`src/sv/bpa_pkg.sv`:
```
// Shared constants, codes and controller/datapath interface types
// for the bitmap page allocator. No dependencies.
package bpa_pkg;

  localparam int PAGES  = 4096;
  localparam int IDX_W  = $clog2(PAGES);
  localparam int CNT_W  = IDX_W + 1;
  localparam int PAGE_W = 36;
  localparam int CAND_W = 18;
  localparam int MASK_W = 16;

  // request types
  localparam logic [1:0] REQ_ALLOC = 2'd0;
  localparam logic [1:0] REQ_RANGE = 2'd1;
  localparam logic [1:0] REQ_FREE  = 2'd2;
  localparam logic [1:0] REQ_QUERY = 2'd3;

  // result status codes
  localparam logic [2:0] ST_OK          = 3'd0;
  localparam logic [2:0] ST_OOM         = 3'd1;
  localparam logic [2:0] ST_BAD_RANGE   = 3'd2;
  localparam logic [2:0] ST_NOT_FOUND   = 3'd3;
  localparam logic [2:0] ST_DOUBLE_FREE = 3'd4;
  localparam logic [2:0] ST_BAD_COUNT   = 3'd5;

  // configuration register indexes
  localparam logic CFG_BASE  = 1'b0;
  localparam logic CFG_PAGES = 1'b1;

  // datapath operations
  localparam logic [3:0] OP_NONE    = 4'd0;
  localparam logic [3:0] OP_CLR     = 4'd1;
  localparam logic [3:0] OP_CAPTURE = 4'd2;
  localparam logic [3:0] OP_SETUP1  = 4'd3;
  localparam logic [3:0] OP_SETUP2  = 4'd4;
  localparam logic [3:0] OP_SETUP3  = 4'd5;
  localparam logic [3:0] OP_CAND    = 4'd6;
  localparam logic [3:0] OP_FINIT   = 4'd7;
  localparam logic [3:0] OP_RD      = 4'd8;
  localparam logic [3:0] OP_SCAN_EV = 4'd9;
  localparam logic [3:0] OP_MARK    = 4'd10;
  localparam logic [3:0] OP_FCHK_EV = 4'd11;
  localparam logic [3:0] OP_FCLR    = 4'd12;
  localparam logic [3:0] OP_Q_EV    = 4'd13;

  typedef struct packed {
    logic [3:0] op;
    logic       set_st;
    logic [2:0] st;
    logic       load_out;
  } bpa_cmd_t;

  typedef struct packed {
    logic [1:0] req_type;
    logic       clr_last;
    logic       cnt_zero;
    logic       n_zero;
    logic       range_rev;
    logic       win_empty;
    logic       free_bad;
    logic       cand_fit;
    logic       bit_set;
    logic       run_last;
    logic       q_last;
    logic       out_busy;
  } bpa_stat_t;

endpackage

```
`src/sv/bpa_ctrl.sv`:
```
// Sequencer for the page allocator: steps the datapath through clear, setup,
// scan, mark, free check, release and count passes. Depends on bpa_pkg.
module bpa_ctrl import bpa_pkg::*; (
  input  logic      clk,
  input  logic      rst_n,
  input  logic      in_valid,
  output logic      in_ready,
  input  bpa_stat_t stat,
  output bpa_cmd_t  cmd
);

  localparam logic [3:0] S_CLR  = 4'd0;
  localparam logic [3:0] S_IDLE = 4'd1;
  localparam logic [3:0] S_SET1 = 4'd2;
  localparam logic [3:0] S_SET2 = 4'd3;
  localparam logic [3:0] S_SET3 = 4'd4;
  localparam logic [3:0] S_DISP = 4'd5;
  localparam logic [3:0] S_CAND = 4'd6;
  localparam logic [3:0] S_SRD  = 4'd7;
  localparam logic [3:0] S_SEV  = 4'd8;
  localparam logic [3:0] S_MARK = 4'd9;
  localparam logic [3:0] S_FRD  = 4'd10;
  localparam logic [3:0] S_FEV  = 4'd11;
  localparam logic [3:0] S_FCLR = 4'd12;
  localparam logic [3:0] S_QRD  = 4'd13;
  localparam logic [3:0] S_QEV  = 4'd14;
  localparam logic [3:0] S_DONE = 4'd15;

  logic [3:0] state_r, state_nxt;

  assign in_ready = (state_r == S_IDLE);

  always_ff @(posedge clk) begin
    if (!rst_n) begin
      state_r <= S_CLR;
    end else begin
      state_r <= state_nxt;
    end
  end

  always_comb begin
    state_nxt    = state_r;
    cmd.op       = OP_NONE;
    cmd.set_st   = 1'b0;
    cmd.st       = ST_OK;
    cmd.load_out = 1'b0;
    unique case (state_r)
      S_CLR: begin
        cmd.op = OP_CLR;
        if (stat.clr_last) state_nxt = S_IDLE;
      end
      S_IDLE: begin
        if (in_valid) begin
          cmd.op    = OP_CAPTURE;
          state_nxt = S_SET1;
        end
      end
      S_SET1: begin
        cmd.op    = OP_SETUP1;
        state_nxt = S_SET2;
      end
      S_SET2: begin
        cmd.op    = OP_SETUP2;
        state_nxt = S_SET3;
      end
      S_SET3: begin
        cmd.op    = OP_SETUP3;
        state_nxt = S_DISP;
      end
      S_DISP: begin
        priority if (stat.req_type == REQ_QUERY) begin
          state_nxt = stat.n_zero ? S_DONE : S_QRD;
        end else if (stat.cnt_zero) begin
          cmd.set_st = 1'b1;
          cmd.st     = ST_BAD_COUNT;
          state_nxt  = S_DONE;
        end else if (stat.req_type == REQ_ALLOC) begin
          state_nxt = S_CAND;
        end else if (stat.req_type == REQ_RANGE) begin
          priority if (stat.range_rev) begin
            cmd.set_st = 1'b1;
            cmd.st     = ST_BAD_RANGE;
            state_nxt  = S_DONE;
          end else if (stat.win_empty) begin
            cmd.set_st = 1'b1;
            cmd.st     = ST_OOM;
            state_nxt  = S_DONE;
          end else begin
            state_nxt = S_CAND;
          end
        end else begin
          if (stat.free_bad) begin
            cmd.set_st = 1'b1;
            cmd.st     = ST_NOT_FOUND;
            state_nxt  = S_DONE;
          end else begin
            cmd.op    = OP_FINIT;
            state_nxt = S_FRD;
          end
        end
      end
      S_CAND: begin
        cmd.op    = OP_CAND;
        state_nxt = S_SRD;
      end
      S_SRD: begin
        if (!stat.cand_fit) begin
          cmd.set_st = 1'b1;
          cmd.st     = ST_OOM;
          state_nxt  = S_DONE;
        end else begin
          cmd.op    = OP_RD;
          state_nxt = S_SEV;
        end
      end
      S_SEV: begin
        cmd.op    = OP_SCAN_EV;
        state_nxt = (!stat.bit_set && stat.run_last) ? S_MARK : S_SRD;
      end
      S_MARK: begin
        cmd.op = OP_MARK;
        if (stat.run_last) state_nxt = S_DONE;
      end
      S_FRD: begin
        cmd.op    = OP_RD;
        state_nxt = S_FEV;
      end
      S_FEV: begin
        cmd.op = OP_FCHK_EV;
        priority if (!stat.bit_set) begin
          cmd.set_st = 1'b1;
          cmd.st     = ST_DOUBLE_FREE;
          state_nxt  = S_DONE;
        end else if (stat.run_last) begin
          state_nxt = S_FCLR;
        end else begin
          state_nxt = S_FRD;
        end
      end
      S_FCLR: begin
        cmd.op = OP_FCLR;
        if (stat.run_last) state_nxt = S_DONE;
      end
      S_QRD: begin
        cmd.op    = OP_RD;
        state_nxt = S_QEV;
      end
      S_QEV: begin
        cmd.op    = OP_Q_EV;
        state_nxt = stat.q_last ? S_DONE : S_QRD;
      end
      S_DONE: begin
        if (!stat.out_busy) begin
          cmd.load_out = 1'b1;
          state_nxt    = S_IDLE;
        end
      end
      default: state_nxt = S_CLR;
    endcase
  end

endmodule

```
`config.mk`:
```
export PLATFORM = sky130hd
export DESIGN_NAME = bpa_ctrl
export DESIGN_NICKNAME = d
export VERILOG_FILES = /design/src/sv/bpa_pkg.sv /design/src/sv/bpa_ctrl.sv
export SDC_FILE = /design/constraint.sdc
export NUM_CORES = 1
export LEC_CHECK = 0
export ABC_AREA = 1
export BUFFER_PORTS_ARGS = -buffer_cell sky130_fd_sc_hd__clkbuf_2
export CAP_MARGIN = 10
export CORE_MARGIN = 10
export CORE_UTILIZATION = 45
export CTS_BUF_LIST = sky130_fd_sc_hd__clkbuf_8
export CTS_CLUSTER_SIZE = 8
export DETAILED_ROUTE_END_ITERATION = 8
export GPL_TIMING_DRIVEN = 0
export PLACE_DENSITY = 0.84
export SLEW_MARGIN = 0
export SYNTH_ARGS = -nofsm -noshare
export SYNTH_HDL_FRONTEND = slang
export SYNTH_SLANG_ARGS = --single-unit
```
`constraint.sdc`:
```
create_clock -name clk -period 2.2 [get_ports clk]
set_clock_uncertainty 0.05 [all_clocks]
set_input_delay 0.11 -clock clk [delete_from_list [all_inputs] [get_ports clk]]
set_output_delay 0.11 -clock clk [all_outputs]
set_load 0.02 [all_outputs]
```
==> flow_summary.ini <==
[worst_setup_path]
slowest_stage = dfxtp_1
crit_path_end_kind = output pin
path_delay_family = simple AND/OR/NAND/NOR gates
worst-r2r-setup-slack_ns = 0.57
worst_r2r_path_depth = 9
critical_path.cell_chain = nand2_1 > nor2_1 > nand2_1 > o21ai_1 > a21oi_1 > o21ai_0 > clkbuf_2
slowest_delay_ns = 0.45
timing.critical_path.from_type = flop
worstSetupPathType = flop to output pin
crit_fanout = 7
timing.rr.start = state_r[0]
critical_path.reg2reg.endpoint = state_r[0]
worst-endpoint-arrival_ns = 1.73
timing.critical_path.mode_cell = nand2_1
cp_data_required_time_ns = 2.04
critical_path_buf_inv_count = 1

[grt]
met1_track_usage_gr = 0.149
antenna_violations_before_repair = 0
grt_start_max_net_pins = 8
wire_length_of_the_first_global_routing_pass_um = 3670
gr-usage-all-layers = 0.128
top_usage_layer = met2
met3_usage = 0.0494
grtUsageMet2 = 0.206
grt_overflow_total = 0
via_count_of_the_first_global_routing_pass = 875

[floorplan]
core_area_um2 = 1350
dieHeight_um = 58.6
design.die.area_um2 = 3430
top_level_ports = 26
placement_rows = 13
die_w_um = 58.6
start_util = 0.496

[place]
place_hpwl_um = 1910
placement.setup.worst_slack_ns = 0.548
place.port_buffers = 25
finalWeightedCongestion = 0.966

[timing]
setup_total_negative_slack_ns = 0
fmaxAchievable_ghz = 0.530
final_min_period_over_clock_period = 0.858
max_slew.worst_pin.slew_ns = 0.416
fin_ws_ns = 0.312
tmin_final_ns = 1.89
worst_hold_slack_ns = 0.0960
slew_headroom = 0.722
grt_setup_unrepaired = false
final_hold_viol_count = 0
setup_viol = 0
slew_violations = 0

[synth]
postSynth.asyncResetShare = 0
syn-mean-instance-area_um2 = 4.75
mappedNetlistArea_um2 = 669
post_synth_top_flop = dfxtp_1
synth-edff-count = 0
synth_sequential_area_ratio = 0.120
synth-seq-cells = 4
synth.yosys.warnings = 0
number_of_library_cell_types_mapped_by_synthesis = 17
postSynthCellCount = 141
syn-num-nets = 157

[cts]
clk_latency_ns = 0.21
cts_sinks = 4
cts_made_buffers = 3
tritoncts_clock_tree = done
postCtsSetupBuffers = 0
cts_repair_resize_count = 0
cts_hold_buf = 0
ctsLongestPathBuffers = 2
clockRootBuffer = clkbuf_8
htreeDepth = 1
clock_pin_slew_worst_setup_and_hold_paths_ns = 0.03

[power]
power_density_nw_per_um2 = 793
power.clock.fraction = 0.219
power.sequential.fraction = 0.179
power_switching_share = 0.503
power_w = 0.000678
netsw_w = 0.000341
worst_ir_drop_vdd_mv = 0.742
power_leakage_nw = 0.492
p_int_w = 0.000337
comb_power_share = 0.602

[cells_and_area]
largest_reg_flops = 4
total_area_of_multi_input_combinational_cells_um2 = 503
fill_cell_total_of_the_finished_layout = 144
nets = 187
antenna-diode-count = 0
drive_gt1_frac = 0.178
largest_register_by_flop_count = state_r
seq_area_um2 = 80.1
top_registers = state_r (4)
layout-area-overhead-vs-synth_pct = 27.7

[hold_path]
holdCritStartpoint = rst_n
hold_path_depth = 3
hp-class = input port to flop
timing.hold.worst_endpoint = state_r[0]

[detailed_routing]
drc = 0
detailed_route_wire_length_per_cell_um = 12.1
drt-vias-per-instance = 5.40
routed_vias = 994
detailedRoute.firstIterationViolations = 55
ant_nets = 0
wirelength_um = 2220
drt_first_pass_iters = 4

[status]
run_status = finished, final reports clean

[run]
cap_violations = 0
worst max path at each step:
stage / depth (start not counted) / slack, ns / from / end
after floorplan: 7 / 0.56 / state_r[3] / cmd[4]
after CTS: 7 / 0.32 / state_r[0] / cmd[4]
after detailed placement: 7 / 0.55 / state_r[0] / cmd[4]
after global placement: 7 / 0.60 / state_r[0] / cmd[4]
after global routing: 7 / 0.14 / state_r[0] / cmd[4]
final: 7 / 0.31 / state_r[0] / cmd[4]
worst reg2reg max path, cell delays in order, from the launching register on:
cell	delay (ns)
dfxtp_1	0.45
nand2_1	0.22
nor2_2	0.18
nand2_1	0.12
nand2_1	0.07
nor2_1	0.05
nand2_1	0.08
inv_1	0.09
o21ai_0	0.15
nor2_1	0.07
power by group through the flow:
stage          Sequential, W  Combinational (W)  Clock, W
6_report            0.000121           0.000409  0.000148
3_3_place_gp        0.000120           0.000395         0
5_1_grt             0.000125           0.000468  0.000160
2_1_floorplan       0.000112           0.000293         0
4_1_cts             0.000120           0.000409  0.000153
3_5_place_dp        0.000121           0.000407         0
logic make-up after synthesis:
group / Yosys count / synth area share
flops: 4 / 0.120
simple gates: 90 / 0.555
compound gates: 24 / 0.196
buf+inv: 23 / 0.129
synth_stat cells, types with 2 or more instances:
library cell,n,area (um2)
nand3_1,11,55.1
nand2_1,54,203
nand3b_1,2,15.0
inv_1,23,86.3
dfxtp_1,4,80.1
o21ai_1,2,10.0
nor2_1,19,71.3
nor3_1,2,10.0
a21oi_1,7,35.0
o21ai_0,10,50.1
per-layer routing:
layer,vias up,share of wire
met5,-,0
met2,43,0.46
met3,6,0.11
met4,0,0.017
met1,439,0.41
li1,506,-
stage by stage:
stage / instance area, um2 / utilization / std cells
3_3_place_gp: 813 / 0.602 / 181
4_1_cts: 855 / 0.633 / 184
3_5_place_dp: 813 / 0.602 / 181
2_1_floorplan: 669 / - / 141
6_report: 855 / 0.633 / 184
5_1_grt: 855 / 0.633 / 184
placed cells by master, fill, tap and decap left out:
| cell type | n |
|---|---|
| nor2_1 | 19 |
| a31oi_1 | 1 |
| clkbuf_2 | 25 |
| nand3_1 | 11 |
| nand3b_1 | 2 |
| nor2_2 | 1 |
| clkbuf_8 | 3 |
| o21ai_0 | 10 |
| o21ai_1 | 2 |
| inv_1 | 23 |
| nor2_4 | 1 |
| o22ai_1 | 1 |
| nor3_1 | 2 |
| a21oi_1 | 7 |
| o21a_1 | 1 |
| nand2_1 | 54 |
| dfxtp_1 | 4 |
| o2111ai_1 | 1 |
| o211ai_1 | 1 |
area by class of cell:
class	count	area share
Multi-Input combinational cell	114	0.589
Timing Repair Buffer	25	0.146
Inverter	23	0.101
Sequential cell	4	0.0937
Clock buffer	3	0.0483
Tap cell	15	0.0220
Note: power is estimated with default switching activity, not from simulation.
